## src/rtl/assert_macros.svh

```systemverilog
// ----------------------------------------------------------------------------
// Assertion macros
// Shared concurrent assertion helpers; empty when synthesizing.
// ----------------------------------------------------------------------------
`ifndef ASSERT_MACROS_SVH
`define ASSERT_MACROS_SVH

`ifndef SYNTHESIS

// The consequent must hold in the same cycle as the antecedent.
`define ASSERT_IMPLY(name, clk, rst, ante, cons) \
   name: assert property (@(posedge clk) disable iff (rst) (ante) |-> (cons)) \
      else $error("assertion failed");

// The consequent must hold in the cycle after the antecedent.
`define ASSERT_NEXT(name, clk, rst, ante, cons) \
   name: assert property (@(posedge clk) disable iff (rst) (ante) |=> (cons)) \
      else $error("assertion failed");

`else

`define ASSERT_IMPLY(name, clk, rst, ante, cons)
`define ASSERT_NEXT(name, clk, rst, ante, cons)

`endif

`endif

```

## src/rtl/les_pkg.sv

```systemverilog
// ----------------------------------------------------------------------------
// LED strip effect package
// Shared constants, codes and types of the LED strip effect generator.
// ----------------------------------------------------------------------------
`timescale 1ns / 1ps
`default_nettype none

package les_pkg;

   // Default strip length.
   localparam int STRIP_LEN_DEF = 16;

   // Effect modes.
   localparam logic [1:0] MODE_OFF     = 2'd0;
   localparam logic [1:0] MODE_SINGLE  = 2'd1;
   localparam logic [1:0] MODE_BREATHE = 2'd2;
   localparam logic [1:0] MODE_RAINBOW = 2'd3;

   // Register indexes of the configuration port.
   localparam logic [1:0] CSR_MODE  = 2'd0;
   localparam logic [1:0] CSR_RED   = 2'd1;
   localparam logic [1:0] CSR_GREEN = 2'd2;
   localparam logic [1:0] CSR_BLUE  = 2'd3;

   // Color channel tags used by the scaling unit.
   localparam logic [1:0] CH_RED   = 2'd0;
   localparam logic [1:0] CH_GREEN = 2'd1;
   localparam logic [1:0] CH_BLUE  = 2'd2;

   // Hue walk phases.
   localparam logic [2:0] PH_GREEN_UP   = 3'd0;
   localparam logic [2:0] PH_RED_DOWN   = 3'd1;
   localparam logic [2:0] PH_BLUE_UP    = 3'd2;
   localparam logic [2:0] PH_GREEN_DOWN = 3'd3;
   localparam logic [2:0] PH_RED_UP     = 3'd4;
   localparam logic [2:0] PH_BLUE_DOWN  = 3'd5;

   // Effect constants.
   localparam logic [7:0] BREATH_STEP = 8'd5;
   localparam logic [7:0] LEVEL_MAX   = 8'd255;
   localparam logic [7:0] HUE_STEP    = 8'd10;
   localparam logic [7:0] HUE_MAX     = 8'd250;

   // One pixel color.
   typedef struct packed {
      logic [7:0] red;
      logic [7:0] green;
      logic [7:0] blue;
   } rgb_type;

   // Request into the scaling unit.
   typedef struct packed {
      logic       valid;
      logic [1:0] chan;
      logic [7:0] factor;
      logic [7:0] level;
   } scale_req_type;

   // Result of the scaling unit.
   typedef struct packed {
      logic       valid;
      logic [1:0] chan;
      logic [7:0] value;
   } scale_rsp_type;

endpackage

`default_nettype wire

```

## src/rtl/les_scale.sv

```systemverilog
// ----------------------------------------------------------------------------
// LED strip channel scaler
// Two-stage unit computing floor(factor * level / 255), one channel per item.
// ----------------------------------------------------------------------------
`timescale 1ns / 1ps
`default_nettype none

module les_scale (
   input  wire                         clock,
   input  wire                         reset,
   input  wire les_pkg::scale_req_type scl_req,
   output les_pkg::scale_rsp_type      scl_rsp
);

   logic        v1_ff, v1_in;
   logic [1:0]  chan1_ff;
   logic [15:0] prod_ff;
   logic        v2_ff, v2_in;
   logic [1:0]  chan2_ff;
   logic [7:0]  quot_ff;
   logic [16:0] quot_sum;

   // Division by 255: (x + 1 + (x >> 8)) >> 8 is exact for any 8-bit by 8-bit product.
   assign quot_sum = {1'b0, prod_ff} + 17'd1 + {9'b0, prod_ff[15:8]};

   assign v1_in = scl_req.valid;
   assign v2_in = v1_ff;

   // Valid pipe.
   always_ff @(posedge clock) begin
      if (reset) begin
         v1_ff <= 1'b0;
         v2_ff <= 1'b0;
      end else begin
         v1_ff <= v1_in;
         v2_ff <= v2_in;
      end
   end

   // Product stage, then quotient stage.
   always_ff @(posedge clock) begin
      chan1_ff <= scl_req.chan;
      prod_ff  <= {8'b0, scl_req.factor} * {8'b0, scl_req.level};
      chan2_ff <= chan1_ff;
      quot_ff  <= quot_sum[15:8];
   end

   assign scl_rsp.valid = v2_ff;
   assign scl_rsp.chan  = chan2_ff;
   assign scl_rsp.value = quot_ff;

endmodule

`default_nettype wire

```

## src/rtl/les_hue_step.sv

```systemverilog
// ----------------------------------------------------------------------------
// LED strip hue stepper
// Moves a rainbow color one step along the six-phase hue walk.
// ----------------------------------------------------------------------------
`timescale 1ns / 1ps
`default_nettype none

module les_hue_step (
   input  wire les_pkg::rgb_type color_cur,
   input  wire [2:0]             phase_cur,
   output les_pkg::rgb_type      color_nxt,
   output logic [2:0]            phase_nxt
);

   logic [7:0] up_val;
   logic [7:0] down_val;
   logic [7:0] sel_val;

   // Pick the channel that this phase moves.
   always_comb begin
      case (phase_cur)
         les_pkg::PH_GREEN_UP,
         les_pkg::PH_GREEN_DOWN: sel_val = color_cur.green;
         les_pkg::PH_RED_DOWN,
         les_pkg::PH_RED_UP:     sel_val = color_cur.red;
         default:                sel_val = color_cur.blue;
      endcase
   end

   // Channels wrap modulo 256.
   assign up_val   = sel_val + les_pkg::HUE_STEP;
   assign down_val = sel_val - les_pkg::HUE_STEP;

   // Apply the step and decide the phase change.
   always_comb begin
      color_nxt = color_cur;
      phase_nxt = phase_cur;
      case (phase_cur)
         les_pkg::PH_GREEN_UP: begin
            color_nxt.green = up_val;
            if (up_val >= les_pkg::HUE_MAX) phase_nxt = les_pkg::PH_RED_DOWN;
         end
         les_pkg::PH_RED_DOWN: begin
            color_nxt.red = down_val;
            if (down_val == 8'd0) phase_nxt = les_pkg::PH_BLUE_UP;
         end
         les_pkg::PH_BLUE_UP: begin
            color_nxt.blue = up_val;
            if (up_val >= les_pkg::HUE_MAX) phase_nxt = les_pkg::PH_GREEN_DOWN;
         end
         les_pkg::PH_GREEN_DOWN: begin
            color_nxt.green = down_val;
            if (down_val == 8'd0) phase_nxt = les_pkg::PH_RED_UP;
         end
         les_pkg::PH_RED_UP: begin
            color_nxt.red = up_val;
            if (up_val >= les_pkg::HUE_MAX) phase_nxt = les_pkg::PH_BLUE_DOWN;
         end
         les_pkg::PH_BLUE_DOWN: begin
            color_nxt.blue = down_val;
            if (down_val == 8'd0) phase_nxt = les_pkg::PH_GREEN_UP;
         end
         default: begin
            // Unused phases hold the color.
         end
      endcase
   end

endmodule

`default_nettype wire

```

## src/rtl/led_strip_effect_generator.sv

```systemverilog
// ----------------------------------------------------------------------------
// LED strip effect generator
// Frame-tick driven pixel color generator: off, single, breathing, rainbow.
// ----------------------------------------------------------------------------
// Usage:
// Each item on the req_ stream is one frame tick; req_tdata bit 0 is the
// restart flag, which clears the pattern state before the frame is made.
// The block answers on the rsp_ stream with one item per pixel, index 0 to
// STRIP_LEN-1, and raises rsp_tlast on the final pixel. Mode off gives no
// items; single color gives one frame after each restart and then none.
// The user must write mode and color on the csr_ port only while the block
// is idle; the block itself does not enforce it. After the tick, breathing
// sends the three channels through the shared two-stage multiply and
// divide-by-255 unit, one channel issued per cycle. Pixels then leave at one
// per cycle from the output register while rsp_tready is high, the rainbow
// hue stepper advancing once per pixel; req_tready stays low until the last
// pixel is registered. A stall on rsp_tready holds the current pixel and
// pauses the sequencer. Reset clears the configuration registers, all
// pattern state and empties the output.
// ----------------------------------------------------------------------------
`timescale 1ns / 1ps
`default_nettype none

module led_strip_effect_generator #(
   parameter int STRIP_LEN = les_pkg::STRIP_LEN_DEF
) (
   input  wire         clock,
   input  wire         reset,
   // Frame ticks.
   input  wire         req_tvalid,
   output logic        req_tready,
   input  wire  [7:0]  req_tdata,   // [0] restart, [7:1] zero
   // Pixels.
   output logic        rsp_tvalid,
   input  wire         rsp_tready,
   output logic [31:0] rsp_tdata,   // [3:0] pixel_index, [11:4] red,
                                    // [19:12] green, [27:20] blue, [31:28] zero
   output logic        rsp_tlast,
   // Configuration.
   input  wire         csr_we,
   input  wire  [1:0]  csr_addr,
   input  wire  [7:0]  csr_wdata
);

   localparam int PIX_W = (STRIP_LEN > 1) ? $clog2(STRIP_LEN) : 1;
   localparam logic [PIX_W-1:0] LAST_PIX = PIX_W'(STRIP_LEN - 1);
   localparam logic [PIX_W-1:0] SAVE_PIX = PIX_W'(1);

   // Sequencer states.
   localparam logic [1:0] ST_IDLE  = 2'd0;
   localparam logic [1:0] ST_SCALE = 2'd1;
   localparam logic [1:0] ST_EMIT  = 2'd2;

   // Configuration registers.
   logic [1:0] mode_ff;
   logic [7:0] cfg_red_ff, cfg_green_ff, cfg_blue_ff;

   // Pattern state.
   logic       started_ff, started_in;
   logic [7:0] level_ff, level_in;
   logic       falling_ff, falling_in;
   les_pkg::rgb_type rb_start_ff, rb_start_in;
   logic [2:0] rb_phase_ff, rb_phase_in;

   // Sequencer.
   logic [1:0]       state_ff, state_in;
   logic [1:0]       issue_ff, issue_in;
   logic [PIX_W-1:0] pix_ff, pix_in;
   logic             rainbow_ff, rainbow_in;
   les_pkg::rgb_type cur_ff, cur_in;
   logic [2:0]       phase_ff, phase_in;

   // Output register.
   logic        out_valid_ff, out_valid_in;
   logic [27:0] out_data_ff, out_data_in;
   logic        out_last_ff, out_last_in;

   // Helpers.
   logic             accept;
   logic             out_free;
   logic             eff_started, eff_falling;
   logic [7:0]       eff_level;
   les_pkg::rgb_type eff_start;
   logic [2:0]       eff_phase;
   logic [8:0]       lv_up;
   logic [PIX_W+3:0] pix_ext;
   les_pkg::rgb_type hue_color;
   logic [2:0]       hue_phase;
   les_pkg::scale_req_type scl_req;
   les_pkg::scale_rsp_type scl_rsp;

   assign accept   = req_tvalid && req_tready;
   assign out_free = !out_valid_ff || rsp_tready;
   assign pix_ext  = {4'b0, pix_ff};

   // Shared scaling unit for breathing.
   les_scale u_scale (
      .clock   (clock),
      .reset   (reset),
      .scl_req (scl_req),
      .scl_rsp (scl_rsp)
   );

   // Hue stepper for the rainbow walk.
   les_hue_step u_hue (
      .color_cur (cur_ff),
      .phase_cur (phase_ff),
      .color_nxt (hue_color),
      .phase_nxt (hue_phase)
   );

   // Scale requests: one channel per cycle while in the scale state.
   always_comb begin
      scl_req.valid = (state_ff == ST_SCALE) && (issue_ff != 2'd3);
      scl_req.chan  = issue_ff;
      scl_req.level = level_ff;
      case (issue_ff)
         les_pkg::CH_RED:   scl_req.factor = cfg_red_ff;
         les_pkg::CH_GREEN: scl_req.factor = cfg_green_ff;
         default:           scl_req.factor = cfg_blue_ff;
      endcase
   end

   // Pattern state as seen after an optional restart.
   always_comb begin
      if (req_tdata[0]) begin
         eff_started = 1'b0;
         eff_level   = 8'd0;
         eff_falling = 1'b0;
         eff_start   = '0;
         eff_phase   = les_pkg::PH_GREEN_UP;
      end else begin
         eff_started = started_ff;
         eff_level   = level_ff;
         eff_falling = falling_ff;
         eff_start   = rb_start_ff;
         eff_phase   = rb_phase_ff;
      end
   end

   assign lv_up = {1'b0, eff_level} + {1'b0, les_pkg::BREATH_STEP};

   // Sequencer and pattern update.
   always_comb begin
      state_in     = state_ff;
      issue_in     = issue_ff;
      pix_in       = pix_ff;
      rainbow_in   = rainbow_ff;
      cur_in       = cur_ff;
      phase_in     = phase_ff;
      started_in   = started_ff;
      level_in     = level_ff;
      falling_in   = falling_ff;
      rb_start_in  = rb_start_ff;
      rb_phase_in  = rb_phase_ff;
      out_valid_in = out_valid_ff && !rsp_tready;
      out_data_in  = out_data_ff;
      out_last_in  = out_last_ff;

      case (state_ff)
         ST_IDLE: begin
            if (accept) begin
               started_in  = eff_started;
               level_in    = eff_level;
               falling_in  = eff_falling;
               rb_start_in = eff_start;
               rb_phase_in = eff_phase;
               pix_in      = '0;
               issue_in    = 2'd0;
               rainbow_in  = 1'b0;
               case (mode_ff)
                  les_pkg::MODE_SINGLE: begin
                     if (!eff_started) begin
                        started_in = 1'b1;
                        cur_in     = '{red: cfg_red_ff, green: cfg_green_ff,
                                       blue: cfg_blue_ff};
                        state_in   = ST_EMIT;
                     end
                  end
                  les_pkg::MODE_BREATHE: begin
                     started_in = 1'b1;
                     if (!eff_started || !eff_falling) begin
                        // Rising, also from a fresh start at level zero.
                        if (!eff_started) begin
                           level_in   = les_pkg::BREATH_STEP;
                           falling_in = 1'b0;
                        end else if (lv_up > {1'b0, les_pkg::LEVEL_MAX}) begin
                           level_in   = les_pkg::LEVEL_MAX;
                           falling_in = 1'b1;
                        end else begin
                           level_in   = lv_up[7:0];
                        end
                     end else if (eff_level < les_pkg::BREATH_STEP) begin
                        level_in   = 8'd0;
                        falling_in = 1'b0;
                     end else begin
                        level_in   = eff_level - les_pkg::BREATH_STEP;
                     end
                     state_in = ST_SCALE;
                  end
                  les_pkg::MODE_RAINBOW: begin
                     started_in = 1'b1;
                     rainbow_in = 1'b1;
                     if (!eff_started) begin
                        // A fresh walk also becomes the stored start.
                        cur_in      = '{red: les_pkg::HUE_MAX, green: 8'd0, blue: 8'd0};
                        phase_in    = les_pkg::PH_GREEN_UP;
                        rb_start_in = '{red: les_pkg::HUE_MAX, green: 8'd0, blue: 8'd0};
                        rb_phase_in = les_pkg::PH_GREEN_UP;
                     end else begin
                        cur_in   = eff_start;
                        phase_in = eff_phase;
                     end
                     state_in = ST_EMIT;
                  end
                  default: begin
                     // Mode off: only the restart takes effect.
                  end
               endcase
            end
         end

         ST_SCALE: begin
            if (scl_req.valid) issue_in = issue_ff + 2'd1;
            if (scl_rsp.valid) begin
               case (scl_rsp.chan)
                  les_pkg::CH_RED:   cur_in.red   = scl_rsp.value;
                  les_pkg::CH_GREEN: cur_in.green = scl_rsp.value;
                  default: begin
                     cur_in.blue = scl_rsp.value;
                     state_in    = ST_EMIT;
                  end
               endcase
            end
         end

         ST_EMIT: begin
            if (out_free) begin
               out_valid_in = 1'b1;
               out_data_in  = {cur_ff.blue, cur_ff.green, cur_ff.red, pix_ext[3:0]};
               out_last_in  = (pix_ff == LAST_PIX);
               if (rainbow_ff) begin
                  // The next frame starts from the color of pixel one.
                  if (pix_ff == SAVE_PIX) begin
                     rb_start_in = cur_ff;
                     rb_phase_in = phase_ff;
                  end
                  cur_in   = hue_color;
                  phase_in = hue_phase;
               end
               if (pix_ff == LAST_PIX) begin
                  state_in = ST_IDLE;
               end else begin
                  pix_in = pix_ff + PIX_W'(1);
               end
            end
         end

         default: state_in = ST_IDLE;
      endcase
   end

   // Control registers.
   always_ff @(posedge clock) begin
      if (reset) begin
         state_ff     <= ST_IDLE;
         out_valid_ff <= 1'b0;
         mode_ff      <= les_pkg::MODE_OFF;
         cfg_red_ff   <= 8'd0;
         cfg_green_ff <= 8'd0;
         cfg_blue_ff  <= 8'd0;
         started_ff   <= 1'b0;
         level_ff     <= 8'd0;
         falling_ff   <= 1'b0;
         rb_start_ff  <= '0;
         rb_phase_ff  <= les_pkg::PH_GREEN_UP;
      end else begin
         state_ff     <= state_in;
         out_valid_ff <= out_valid_in;
         started_ff   <= started_in;
         level_ff     <= level_in;
         falling_ff   <= falling_in;
         rb_start_ff  <= rb_start_in;
         rb_phase_ff  <= rb_phase_in;
         if (csr_we) begin
            case (csr_addr)
               les_pkg::CSR_MODE:  mode_ff      <= csr_wdata[1:0];
               les_pkg::CSR_RED:   cfg_red_ff   <= csr_wdata;
               les_pkg::CSR_GREEN: cfg_green_ff <= csr_wdata;
               les_pkg::CSR_BLUE:  cfg_blue_ff  <= csr_wdata;
               default: begin
               end
            endcase
         end
      end
   end

   // Working and payload registers.
   always_ff @(posedge clock) begin
      issue_ff    <= issue_in;
      pix_ff      <= pix_in;
      rainbow_ff  <= rainbow_in;
      cur_ff      <= cur_in;
      phase_ff    <= phase_in;
      out_data_ff <= out_data_in;
      out_last_ff <= out_last_in;
   end

   assign req_tready = (state_ff == ST_IDLE);
   assign rsp_tvalid = out_valid_ff;
   assign rsp_tdata  = {4'b0, out_data_ff};
   assign rsp_tlast  = out_last_ff;

   // Checks.
`include "assert_macros.svh"

   `ASSERT_IMPLY(a_last_index, clock, reset, rsp_tvalid && rsp_tlast, rsp_tdata[3:0] == 4'(STRIP_LEN - 1))
   `ASSERT_IMPLY(a_scale_in_state, clock, reset, scl_rsp.valid, state_ff == ST_SCALE)
   `ASSERT_NEXT(a_emit_last_idle, clock, reset, state_ff == ST_EMIT && out_free && pix_ff == LAST_PIX, state_ff == ST_IDLE && rsp_tvalid && rsp_tlast)

endmodule

`default_nettype wire
```

## config.mk

```make
export PLATFORM = sky130hd
export DESIGN_NAME = led_strip_effect_generator
export DESIGN_NICKNAME = d
export VERILOG_FILES = /design/src/rtl/les_pkg.sv /design/src/rtl/les_scale.sv /design/src/rtl/les_hue_step.sv /design/src/rtl/led_strip_effect_generator.sv
export VERILOG_INCLUDE_DIRS = /design/src /design/src/rtl
export SDC_FILE = /design/constraint.sdc
export NUM_CORES = 1
export LEC_CHECK = 0
export BUFFER_PORTS_ARGS = -buffer_cell sky130_fd_sc_hd__buf_2
export CAP_MARGIN = 20
export CORE_MARGIN = 10
export CORE_UTILIZATION = 30
export CTS_CLUSTER_DIAMETER = 150
export DETAILED_ROUTE_END_ITERATION = 16
export HOLD_SLACK_MARGIN = 0.1
export PLACE_DENSITY = 0.55
export SYNTH_ARGS = -nofsm -noshare
export SYNTH_HDL_FRONTEND = slang
export SYNTH_SLANG_ARGS = --single-unit
```

## constraint.sdc

```tcl
create_clock -name clock -period 7.4 [get_ports clock]
set_input_delay 1.11 -clock clock [delete_from_list [all_inputs] [get_ports clock]]
set_output_delay 1.11 -clock clock [all_outputs]
set_load 0.03 [all_outputs]
```

Yosys cells after proc, flatten, opt, wreduce, memory -nomap -nowiden
Cells that the tools add are included.
{"block": "op_classes", "eq_ne": 43, "addsub": 8, "muxes": 75, "reduce_logical": 36, "multipliers": 1, "div": 0, "bitwise_logic": 0, "shifts": 0, "order_cmp": 3}
{"cell": "24-bit 2-to-1 mux", "count": 12}
{"cell": "24-bit case mux with 2 select lines", "count": 2}
{"cell": "8-bit case mux with 2 select lines", "count": 5}
{"cell": "8-bit 2-to-1 mux", "count": 9}
{"cell": "24-bit case mux with 3 select lines", "count": 1}
{"cell": "3-bit 2-to-1 mux", "count": 17}
{"cell": "9-bit AND reduction", "count": 3}
{"cell": "3-bit by 2-bit inequality test with 1-bit output, second input constant", "count": 6}
{"cell": "3-bit case mux with 6 select lines", "count": 1}
{"cell": "16-bit by 1-bit adder with 16-bit output, second input constant", "count": 1}
{"cell": "16-bit by 8-bit adder with 16-bit output", "count": 1}
{"cell": "8-bit by 8-bit multiplier with 16-bit output", "count": 1}
{"cell": "2-bit 2-to-1 mux", "count": 8}
{"cell": "2-bit inequality test, second input constant", "count": 7}
{"cell": "4-bit 2-to-1 mux", "count": 3}
{"cell": "2-bit by 1-bit inequality test with 1-bit output, second input constant", "count": 6}
{"cell": "3-bit by 1-bit inequality test with 1-bit output, second input constant", "count": 4}
{"cell": "2-bit case mux with 3 select lines", "count": 2}
{"cell": "3-bit case mux with 2 select lines", "count": 2}
{"cell": "12-bit AND reduction", "count": 1}
{"cell": "2-bit AND reduction", "count": 6}
{"cell": "1-bit 2-to-1 mux", "count": 11}
{"cell": "2-bit by 1-bit equality test with 1-bit output, second input constant", "count": 5}
{"cell": "2-bit equality test, second input constant", "count": 5}
{"cell": "other kinds (33)", "count": 47}
{"block": "word_totals", "latchBits": 0, "rom_bits": 0, "n_memories": 0, "wordCells": 194, "inputBits": 23, "output_inout_bits": 35, "ramBits": 0, "register_bits": 159}

Logic depth before layout (Yosys ltp)
Gate-level depths: netlist (run 1).
{"block": "depth", "ltp_word": 10, "mapped_depth": 23, "ltp_nobuf": 22}

Hierarchy
A second synthesis (run 1) with hierarchy kept.
{"block": "unflattened", "cells_unflattened": 1103, "area_unflattened_um2": 10266.1}
{"module": "led_strip_effect_generator", "instances": 1, "area_each_um2": 5814.3, "seq_area_each_um2": 3213.1, "cells_each": 562}
{"module": "les_scale", "instances": 1, "area_each_um2": 3074.2, "seq_area_each_um2": 600.6, "cells_each": 323}
{"module": "les_hue_step", "instances": 1, "area_each_um2": 1377.6, "seq_area_each_um2": 0.0, "cells_each": 218}

Worst setup path before layout (run 1)
No wires, ideal clock.
{"block": "synth_timing", "path_type": "reg-to-reg", "start": "register issue_ff[0]", "end": "register u_scale.prod_ff[14]", "setup_slack_ps": 2266, "path_stages_with_launch": 18, "setup_time_ps": 72, "path_buffers": 1, "t_required_ps": 7328, "synth_period_minus_slack_ps": 5134, "arrival_time_ps": 5062, "path_cell_list": "edfxtp_1 > ha_1 > clkbuf_1 > nor2_1 > nand2_1 > nand2_1 > and2_1 > fa_1 > fa_1 > fa_1 > inv_1 > fa_1 > inv_1 > ha_1 > a2111oi_0 > o311ai_1 > o41ai_1 > xnor2_1"}
{"block": "synth_between", "elab_chain_cells": 3, "elab_cells_between_ends": 4, "cone_classes": "1 x mul; 1 x eq/ne; 1 x mux; 1 x reduce/logical"}
{"item": "from (decl)", "line": "led_strip_effect_generator.sv:67", "text": "logic [1:0] issue_ff, issue_in;"}
{"item": "from (signal assigned)", "line": "led_strip_effect_generator.sv:300", "text": "issue_ff <= issue_in;"}
{"item": "2-bit by 1-bit equality test with 1-bit output / 2-bit zero test (equally long branches)", "line": "led_strip_effect_generator.sv:117", "text": "case (issue_ff)"}
{"item": "8-bit case mux with 2 select lines *", "line": "led_strip_effect_generator.sv:117"}
{"item": "8-bit by 8-bit multiplier with 16-bit output *", "line": "les_scale.sv:43", "text": "prod_ff <= {8'b0, scl_req.factor} * {8'b0, scl_req.level};"}
{"item": "to (signal assigned)", "line": "les_scale.sv:43"}
{"item": "to (decl)", "line": "les_scale.sv:17", "text": "logic [15:0] prod_ff;"}
Every way passes the cells marked *; elsewhere a longest branch is shown, timed or not.
A chain may end at the register's enable or synchronous reset.

Worst setup path after layout (run 1)
Ends and elaborated chain as after synthesis.

==> flow_metrics.py, run 1 <==
metrics = {
    "status": {
        "outcome": "complete, no violations",
    },
    "sta": {
        "setup_viol": 0,
        "setup_slack_ns": 1.43,
        "fin_hold_ws_ns": 0.321,
        "fmax_ghz": 0.167,
        "fin_skew_ns": 0.0124,
        "slew_headroom_pct": 40.1,
        "rsz0062_at_grt": "no",
        "min_period_over_period_pct": 80.7,
        "min_period_ns": 5.97,
        "worst_pin_slew_ns": 0.898,
        "fin_setup_tns_ns": 0,
        "slew_violations": 0,
        "finalHoldViolations": 0,
    },
    "grt": {
        "grt_pass1_wl_mm": 41.6,
        "grt_overflow": 0,
        "gr-usage-all-layers_pct": 12.6,
        "grt_start_max_net_pins": 68,
        "grt_pass1_vias": 7514,
        "antenna_found_initial": 0,
    },
    "clock_tree": {
        "clk_path_buf_depth": 2,
        "postCtsSetupBuffers": 0,
        "clk_pin_slew_worst_paths_ns": 0.07,
        "cts_tree": "built",
        "cts_hold_buf": 0,
        "clkLatencyLatePin_ns": 0.43,
        "cts-root-buf": "clkbuf_16",
        "cts_resized": 0,
        "cts_made_buffers": 17,
        "cts.sinks": 159,
        "htreeDepth": 4,
    },
    "floorplan": {
        "io-pin-count": 58,
        "start_util_pct": 30.4,
        "dieHeight_um": 202,
        "core-area_um2": 32600,
        "num_rows": 66,
        "fp.dieW_um": 202,
        "dieArea_um2": 40700,
    },
    "logic_synthesis": {
        "ys_seq_elements": 159,
        "synth_area_leader_cell": "dfxtp_1",
        "avgSynthCellArea_um2": 9.38,
        "synth_edf_count": 63,
        "syn_area_um2": 9920,
        "synth.most_common_cell": "nor2_1",
        "async_flop_share_pct": 0,
        "synth_common_cells": "101 x nor2_1, 96 x dfxtp_1, 91 x nand2_1",
        "ys_types": 79,
        "synthTopCellsByArea": "dfxtp_1 19%, edfxtp_1 19%, fa_1 7.3%",
        "ys.warnings.count": 0,
        "synthCells": 1058,
        "synth_flop_cell": "dfxtp_1",
        "yosysSeqAreaShare_pct": 38.4,
        "synth_top_area_share_pct": 19.4,
    },
    "place": {
        "dp_slack_ns": 1.40,
        "place_congestion": 0.867,
        "hpwl_mm": 19.1,
        "io_buffers": 46,
    },
    "route": {
        "drtIter0Drc": 513,
        "drt-total-wl_mm": 25.8,
        "vias": 7738,
        "drcViolationCount": 0,
        "ant_nets": 0,
        "vias_per_cell": 5.07,
        "drt-pass1-iter-count": 5,
        "post_drt_wl_per_cell_um": 16.9,
    },
    "final_layout": {
        "nets": 1188,
        "antennaDiodeCount": 0,
        "areaGrowthSynthToFinish_pct": 11.9,
        "layout-drive-gt1-share_pct": 9.49,
    },
    "critical_path": {
        "cp-start-kind": "flip-flop",
        "critPathRequiredTime_ns": 7.75,
        "critPathMaxFanout": 9,
        "crit_path_end_kind": "flip-flop",
        "path_class": "reg2reg",
        "critPathArrivalTime_ns": 6.32,
    },
    "power": {
        "leakagePower_nw": 4.64,
        "ir_drop_mv": 0.133,
        "power.density_nw_per_um2": 190,
    },
    "run": {
        "drv_cap": 0,
    },
    "worst_hold_path": {
        "holdCritPathClass": "reg2reg",
    },
}
[cell type report]
type / count / area (um2)
fillers: 3370 / 21500
clock inverters: 15 / 160
repair buffers: 55 / 318
flip-flops and latches: 159 / 3810
inverters: 79 / 297
well taps: 442 / 553
multi-input cells: 760 / 5530
clock buffers: 17 / 425
[metal layers]
metal / up-vias / wire length (um) / global-route usage (%)
li1: 3765 / - / -
met1: 3762 / 11700 / 16.2
met2: 185 / 12600 / 21.0
met3: 26 / 1220 / 2.54
met4: 0 / 329 / 3.36
met5: - / 0 / 0
[path summary, 6_finish.rpt]
kind / cells past startpoint / endpoint / slack, ns / from
max: 17 / u_scale.prod_ff[14] / 1.43 / issue_ff[0]
min: 0 / u_scale.chan2_ff[1] / 0.32 / u_scale.chan1_ff[1]
max reg2reg: 17 / u_scale.prod_ff[14] / 1.43 / issue_ff[0]
min reg2reg: 0 / u_scale.chan2_ff[1] / 0.32 / u_scale.chan1_ff[1]
[stage by stage]
step                      power [W]  cell area [um2]  cells  utilization, %
after floorplan             0.00117             9930   1061               -
after detailed placement    0.00124            10500   1494            32.1
after global routing        0.00220            11100   1527            34.0
after global placement      0.00124            10500   1494            32.1
final                       0.00211            11100   1527            34.0
after CTS                   0.00213            11100   1526            33.9
[critical path: stages (launching register included)]
cell and delay, ns:
edfxtp_1 0.43, inv_1 0.07, ha_1 0.35, nor2_1 0.52
nand2_1 0.11, nand2_1 0.33, and2_1 0.20, fa_1 0.44
fa_1 0.52, fa_1 0.54, inv_1 0.05, fa_1 0.54
inv_1 0.05, ha_1 0.35, a2111oi_0 0.63, o311ai_1 0.21
o41ai_1 0.37, xnor2_1 0.18
[logic make-up after synthesis]
kind of cell | Yosys count | synth area share [%]
other | 1 | 0.0378
adders and majority gates | 93 | 14.5
DFF | 159 | 38.4
buffers and inverters | 142 | 5.94
muxes | 35 | 3.54
and+or+nand+nor | 340 | 16.7
AOI/OAI and AO/OA | 251 | 17.5
xor gates and xnor gates | 37 | 3.34
[layout by cell type (no fill, tap or decap), types with 4 or more instances in the layout]
master	count
nor2_1	101
dfxtp_1	96
nand2_1	91
inv_1	77
edfxtp_1	63
ha_1	57
and2_1	51
o21ai_0	48
a21oi_1	47
buf_2	46
a22oi_1	42
fa_1	36
mux2i_1	34
xnor2_1	29
nand3_1	19
clkbuf_16	17
and3_1	16
a221oi_1	15
nor2b_1	13
a31oi_1	12
nand2b_1	11
o22ai_1	9
o21a_1	8
buf_4	8
xor2_1	7
inv_6	7
a211oi_1	6
or3_1	6
a21o_1	5
nor3_1	5
inv_8	5
a211o_1	4
o211ai_1	4
or4_1	4
a221o_1	4
o31ai_1	4
conb_1	4
[where the power goes]
| group | total, W | internal, W | switching (W) |
|---|---|---|---|
| combinational | 0.000240 | 0.0000784 | 0.000162 |
| sequential | 0.000986 | 0.000953 | 0.0000331 |
| clock | 0.000888 | 0.000482 | 0.000406 |
[flip-flops by register name, summed over array words and instances, names as in the netlist, 4 cells and up]
name	cells
cfg_blue_ff	8
cfg_red_ff	8
u_scale.quot_ff	8
pix_ff	4
cfg_green_ff	8
cur_ff	24
level_ff	8
out_data_ff	28
rb_start_ff	24
u_scale.prod_ff	16
Note: power is estimated with default switching activity, not from simulation.
==> run 2: changes to the inputs <==
- ABC_AREA: unset -> 1
- clock period: 7.4 -> 5.6 ns (I/O delays scaled with it)
==> run 2 against run 1 <==
Compared with the run above: area after synthesis is 0.73% lower; via count rose by 7.3%; worst setup slack got worse by 1.0 ns; sequential share of layout area shrank 0.45 points; critical path type unchanged; largest cell class unchanged; highest routed layer unchanged.
==> flow_metrics.py, run 2 <==
metrics = {
    "clock_tree": {
        "cts_resized": 0,
        "clk_pin_slew_worst_paths_ns": 0.07,
        "cts-root-buf": "clkbuf_16",
        "cts_tree": "built",
        "cts_hold_buf": 0,
        "htreeDepth": 4,
        "clkLatencyLatePin_ns": 0.44,
        "cts_made_buffers": 17,
        "clk_path_buf_depth": 2,
        "cts.sinks": 159,
        "postCtsSetupBuffers": 0,
    },
    "logic_synthesis": {
        "synth_flop_cell": "dfxtp_1",
        "synth_area_leader_cell": "dfxtp_1",
        "avgSynthCellArea_um2": 7.95,
        "ys.warnings.count": 0,
        "syn_area_um2": 9850,
        "async_flop_share_pct": 0,
        "ys_types": 51,
        "synth_common_cells": "253 x nand2_1, 194 x inv_1, 117 x nor2_1",
        "synthCells": 1239,
        "synth_edf_count": 63,
        "ys_seq_elements": 159,
        "synthTopCellsByArea": "dfxtp_1 20%, edfxtp_1 19%, nand2_1 9.6%",
        "yosysSeqAreaShare_pct": 38.7,
        "synth.most_common_cell": "nand2_1",
        "synth_top_area_share_pct": 19.5,
    },
    "grt": {
        "grt_start_max_net_pins": 42,
        "antenna_found_initial": 0,
        "grt_pass1_wl_mm": 44.1,
        "grt_overflow": 0,
        "gr-usage-all-layers_pct": 13.5,
        "grt_pass1_vias": 8147,
    },
    "route": {
        "wl_met2_mm": 13.1,
        "drt-met1-wl_mm": 12.6,
        "drcViolationCount": 0,
        "post_drt_wl_per_cell_um": 15.7,
        "ant_nets": 0,
        "drt-total-wl_mm": 27.5,
        "dr_wl_met3_mm": 1.08,
        "top_layer": "met4",
        "drt-pass1-iter-count": 7,
        "vias_per_cell": 4.76,
        "vias": 8301,
        "drtIter0Drc": 652,
    },
    "final_layout": {
        "stdcell_count": 1743,
        "final_common_cell": "nand2_1",
        "fill_cells": 3393,
        "largest_reg_flops": 28,
        "seq_area_um2": 3810,
        "nets": 1404,
        "multi_input_area_um2": 5180,
        "top_regs": "out_data_ff: 28 flops, cur_ff: 24 flops, rb_start_ff: 24 flops",
        "layout-drive-gt1-share_pct": 11.1,
        "final_cell_mix": "253 x nand2_1, 194 x inv_1, 116 x nor2_1",
        "areaGrowthSynthToFinish_pct": 14.2,
        "top_register": "out_data_ff",
        "fin_area_um2": 11200,
        "antennaDiodeCount": 0,
    },
    "critical_path": {
        "r2r-start": "issue_ff[0]",
        "r2r_cells": 22,
        "critPathMaxFanout": 6,
        "r2r_setup_slack_ns": 0.42,
        "crit_path_end_kind": "flip-flop",
        "cp-start-kind": "flip-flop",
        "cp_cell_sequence": "inv_1, ha_1, inv_1, buf_4, o22ai_1, a21oi_1, buf_4, inv_1, nand2_1, fa_1, fa_1, inv_1, fa_1, inv_1, fa_1, inv_1, ha_1, nand3_1, o21ai_0, a21boi_0, o21ai_0, xor2_1",
        "critPathRequiredTime_ns": 5.96,
        "path_common_cell": "inv_1",
        "path_class": "reg2reg",
        "slowest_stage": "fa_1",
        "slowest_delay_ns": 0.53,
        "r2r-end": "u_scale.prod_ff[15]",
        "critPathArrivalTime_ns": 5.54,
    },
    "place": {
        "hpwl_mm": 21.0,
        "place_congestion": 0.892,
        "place_inst": 1711,
        "io_buffers": 46,
        "placed_area_um2": 10600,
    },
    "floorplan": {
        "io-pin-count": 58,
        "core-area_um2": 32500,
        "num_rows": 66,
        "start_util_pct": 30.3,
        "fp.dieW_um": 201,
        "dieArea_um2": 40500,
        "dieHeight_um": 201,
    },
    "sta": {
        "slew_violations": 0,
        "setup_viol": 0,
        "min_period_ns": 5.18,
        "worst_pin_slew_ns": 1.05,
        "slew_headroom_pct": 29.6,
        "min_period_over_period_pct": 92.4,
        "finalHoldViolations": 0,
        "fin_skew_ns": 0.0172,
        "fin_setup_tns_ns": 0,
        "rsz0062_at_grt": "no",
        "fmax_ghz": 0.193,
    },
    "status": {
        "outcome": "complete, no violations",
    },
    "worst_hold_path": {
        "holdPathStages": 0,
        "worstHoldEndpoint": "u_scale.chan2_ff[1]",
        "hp-start": "u_scale.chan1_ff[1]",
        "holdCritPathClass": "reg2reg",
    },
    "power": {
        "power_frac_clock_pct": 24.4,
        "p_int_w": 0.00270,
        "p_comb_share_pct": 39.2,
        "power_w": 0.00481,
        "power.density_nw_per_um2": 428,
        "pwr-share-seq_pct": 36.4,
        "switching_power_w": 0.00211,
        "ir_drop_mv": 0.240,
        "switching_share_pct": 43.9,
        "leakagePower_nw": 5.00,
    },
    "run": {
        "drv_cap": 0,
    },
}
-- run 2: cell count changes after synthesis, sizes merged, moves of 26 or more --
| cell | delta |
|---|---|
| nand3 | +37 |
| inv | +123 |
| mux2i | -34 |
| nor2 | +26 |
| and2 | -51 |
| a21oi | +61 |
| o21ai | +31 |
| a22oi | -36 |
| clkbuf | -26 |
| nand2 | +181 |
-- run 2: area by class of cell --
cell class | count | share of cell area [%]
flip-flops and latches | 159 | 33.9
clock inverters | 15 | 1.68
clock buffers | 17 | 3.78
repair buffers | 59 | 2.91
inverters | 201 | 6.77
well taps | 442 | 4.92
multi-input cells | 850 | 46.0
-- run 2: worst max-delay path by stage --
stage,from,endpoint,slack (ns),depth (start not counted)
after floorplan,issue_ff[0],u_scale.prod_ff[15],0.72,18
after global placement,issue_ff[0],u_scale.prod_ff[15],0.28,19
after detailed placement,issue_ff[0],u_scale.prod_ff[15],0.22,19
after CTS,issue_ff[0],u_scale.prod_ff[15],0.21,19
after global routing,issue_ff[0],u_scale.prod_ff[15],0.02,22
final,issue_ff[0],u_scale.prod_ff[15],0.42,22
-- run 2: logic make-up (layout without fill, tap and decap cells) --
family / Yosys count / after routing / share of synthesized area, %
flip-flops: 159 / 159 / 38.7
AO/OA/AOI/OAI: 248 / 248 / 14.0
other: 1 / 4 / 0.0381
buffers and inverters: 233 / 292 / 9.22
XOR/XNOR: 20 / 20 / 1.78
AND/OR/NAND/NOR: 485 / 485 / 21.7
adder cells (fa/ha/maj): 93 / 93 / 14.6
-- run 2: routing by layer --
metal	GRT usage [%]	up-vias
met5	0	-
met4	4.83	0
met3	2.44	41
met2	22.1	196
met1	17.5	3928
li1	-	4136
-- run 2: per-stage QoR --
stage / setup slack, ns / util, % / hold slack [ns]
final: 0.423 / 34.7 / 0.330
after global routing: 0.0154 / 34.7 / 0.350
after CTS: 0.214 / 34.6 / 0.333
after detailed placement: 0.218 / 32.7 / 0.314
after global placement: 0.279 / 32.7 / 0.311
after floorplan: 0.723 / - / 0.310
-- run 2: critical path, delay by kind of cell (launching register included) --
family          cells  cell delay (ns)
flops               1             0.45
buf+inv             8             0.79
fa+ha+maj           6             2.61
simple gates        2             0.19
xor+xnor            1             0.16
compound gates      5             0.92
-- run 2: power by group through the flow --
stage | sequential (W) | clock, W | combinational (W)
finish | 0.00175 | 0.00118 | 0.00188
global route | 0.00179 | 0.00124 | 0.00208
CTS | 0.00175 | 0.00120 | 0.00187
detailed placement | 0.00178 | 0 | 0.00186
global placement | 0.00177 | 0 | 0.00185
floorplan | 0.00184 | 0 | 0.00119
==> run 3: changes to the inputs <==
- clock period: 5.6 -> 5.1 ns (I/O delays scaled with it)
==> run 3 against run 2 <==
Compared with the run above: critical path depth fell by 2; critical endpoint unchanged; utilization grew 0.12 points; sequential cell count is the same; hold slack worse by 0.0042 ns.
==> flow_metrics.py, run 3 (same netlist as run 2, synthesis figures left out) <==
metrics = {
    "route": {
        "drt-total-wl_mm": 27.7,
        "drcViolationCount": 0,
        "vias": 8404,
        "drtIter0Drc": 612,
        "ant_nets": 0,
        "post_drt_wl_per_cell_um": 15.8,
        "drt-pass1-iter-count": 7,
        "vias_per_cell": 4.79,
    },
    "clock_tree": {
        "cts_hold_buf": 0,
        "clk_path_buf_depth": 2,
        "cts_tree": "built",
        "cts_made_buffers": 17,
        "htreeDepth": 4,
        "clk_pin_slew_worst_paths_ns": 0.07,
        "cts.sinks": 159,
        "cts-root-buf": "clkbuf_16",
        "clkLatencyLatePin_ns": 0.44,
    },
    "sta": {
        "setup_viol": 0,
        "worst_pin_slew_ns": 1.02,
        "min_period_ns": 4.83,
        "fmax_ghz": 0.207,
        "slew_violations": 0,
        "finalHoldViolations": 0,
        "min_period_over_period_pct": 94.6,
        "slew_headroom_pct": 31.5,
        "fin_skew_ns": 0.00986,
        "setup_slack_ns": 0.273,
        "rsz0062_at_grt": "yes",
    },
    "grt": {
        "grt_overflow": 0,
        "grt_pass1_wl_mm": 44.8,
        "antenna_found_initial": 0,
        "grt_pass1_vias": 8100,
        "gr-usage-all-layers_pct": 13.8,
        "grt_start_max_net_pins": 42,
    },
    "place": {
        "place_congestion": 0.904,
        "dp_slack_ns": 0.0713,
        "hpwl_mm": 21.2,
        "place_inst": 1720,
        "io_buffers": 46,
    },
    "final_layout": {
        "top_register": "out_data_ff",
        "fill_cells": 3438,
        "finalCoreUtilization_pct": 34.8,
        "nets": 1416,
        "layout-drive-gt1-share_pct": 12.2,
        "stdcell_count": 1756,
        "final_cell_mix": "252 x nand2_1, 192 x inv_1, 117 x nor2_1",
        "seq_area_um2": 3810,
        "multi_input_area_um2": 5210,
        "final_common_cell": "nand2_1",
        "top_regs": "out_data_ff: 28 flops, cur_ff: 24 flops, rb_start_ff: 24 flops",
        "areaGrowthSynthToFinish_pct": 14.6,
        "largest_reg_flops": 28,
    },
    "floorplan": {
        "num_rows": 66,
        "core-area_um2": 32500,
        "io-pin-count": 58,
        "start_util_pct": 30.3,
        "fp.dieW_um": 201,
        "dieArea_um2": 40500,
        "dieHeight_um": 201,
    },
    "critical_path": {
        "cp-start-kind": "flip-flop",
        "critPathRequiredTime_ns": 5.42,
        "crit_path_end_kind": "flip-flop",
        "critPathMaxFanout": 8,
        "critPathArrivalTime_ns": 5.14,
        "path_class": "reg2reg",
    },
    "power": {
        "ir_drop_mv": 0.252,
        "power.density_nw_per_um2": 460,
        "leakagePower_nw": 5.01,
    },
    "run": {
        "drv_cap": 0,
    },
    "status": {
        "outcome": "complete, no violations",
    },
    "worst_hold_path": {
        "holdCritPathClass": "reg2reg",
    },
}
==> run 3: changes by cell type in the layout (fill, tap and decap cells not counted), moves of 3 or more <==
cell | before | now
a21oi_1 | 106 | 102
buf_4 | 13 | 23
clkbuf_1 | 0 | 3
clkinv_2 | 0 | 3
clkinv_8 | 6 | 0
a21oi_2 | 2 | 6
clkinvlp_4 | 0 | 3
==> run 3: report_power, final <==
group / total (W) / switching (W) / internal [W]
sequential: 0.00193 / 0.000214 / 0.00172
combinational: 0.00208 / 0.00149 / 0.000591
clock: 0.00117 / 0.000548 / 0.000625
total: 0.00519 / 0.00225 / 0.00293
==> run 3: metal layers <==
layer | GRT usage (%) | wire length, um | up-vias
li1 | - | - | 4163
met1 | 17.8 | 12700 | 3978
met2 | 23.0 | 13300 | 229
met3 | 2.30 | 1230 | 34
met4 | 4.32 | 492 | 0
met5 | 0 | 0 | -
==> run 3: cell type report <==
class,count,area share (%)
multi-input cells,850,46.1
flip-flops and latches,159,33.8
inverters,201,6.75
well taps,442,4.90
clock buffers,20,3.87
repair buffers,71,3.77
clock inverters,12,0.754
diodes,1,0.0222
==> run 3: what timing repair did <==
action | 4_1_cts | 5_1_grt
hold endpoints to repair | 0 | 0
gates resized for setup | 0 | 17
buffers inserted | 0 | 3
endpoints found under the setup margin | 0 | 6
==> run 3: worst paths after layout <==
path | start | to | slack [ns] | depth (start not counted)
setup / recovery | issue_ff[0] | u_scale.prod_ff[15] | 0.27 | 20
hold reg to reg | u_scale.chan1_ff[1] | u_scale.chan2_ff[1] | 0.33 | 0
setup reg to reg | issue_ff[0] | u_scale.prod_ff[15] | 0.27 | 20
hold / removal | u_scale.chan1_ff[1] | u_scale.chan2_ff[1] | 0.33 | 0
==> run 3: worst max-delay path: stages, from the launching register on <==
cell      delay (ns)
edfxtp_1        0.45
inv_1           0.09
ha_2            0.18
nor2_1          0.05
buf_4           0.16
a21oi_2         0.17
buf_6           0.15
nor2_1          0.06
fa_1            0.45
fa_1            0.56
inv_1           0.05
fa_1            0.46
fa_1            0.54
inv_1           0.04
ha_1            0.30
a21o_1          0.16
a31oi_1         0.24
o21ai_1         0.13
a21boi_1        0.19
o21ai_0         0.12
xor2_1          0.15
==> run 3: metrics by stage <==
stage	total power (W)	setup TNS, ns	hold slack, ns	cell area (um2)
CTS	0.00519	0	0.327	11200
floorplan	0.00332	0	0.310	9860
finish	0.00519	0	0.326	11300
global route	0.00552	-0.00925	0.338	11300
global placement	0.00398	0	0.310	10700
detailed placement	0.00400	0	0.312	10700
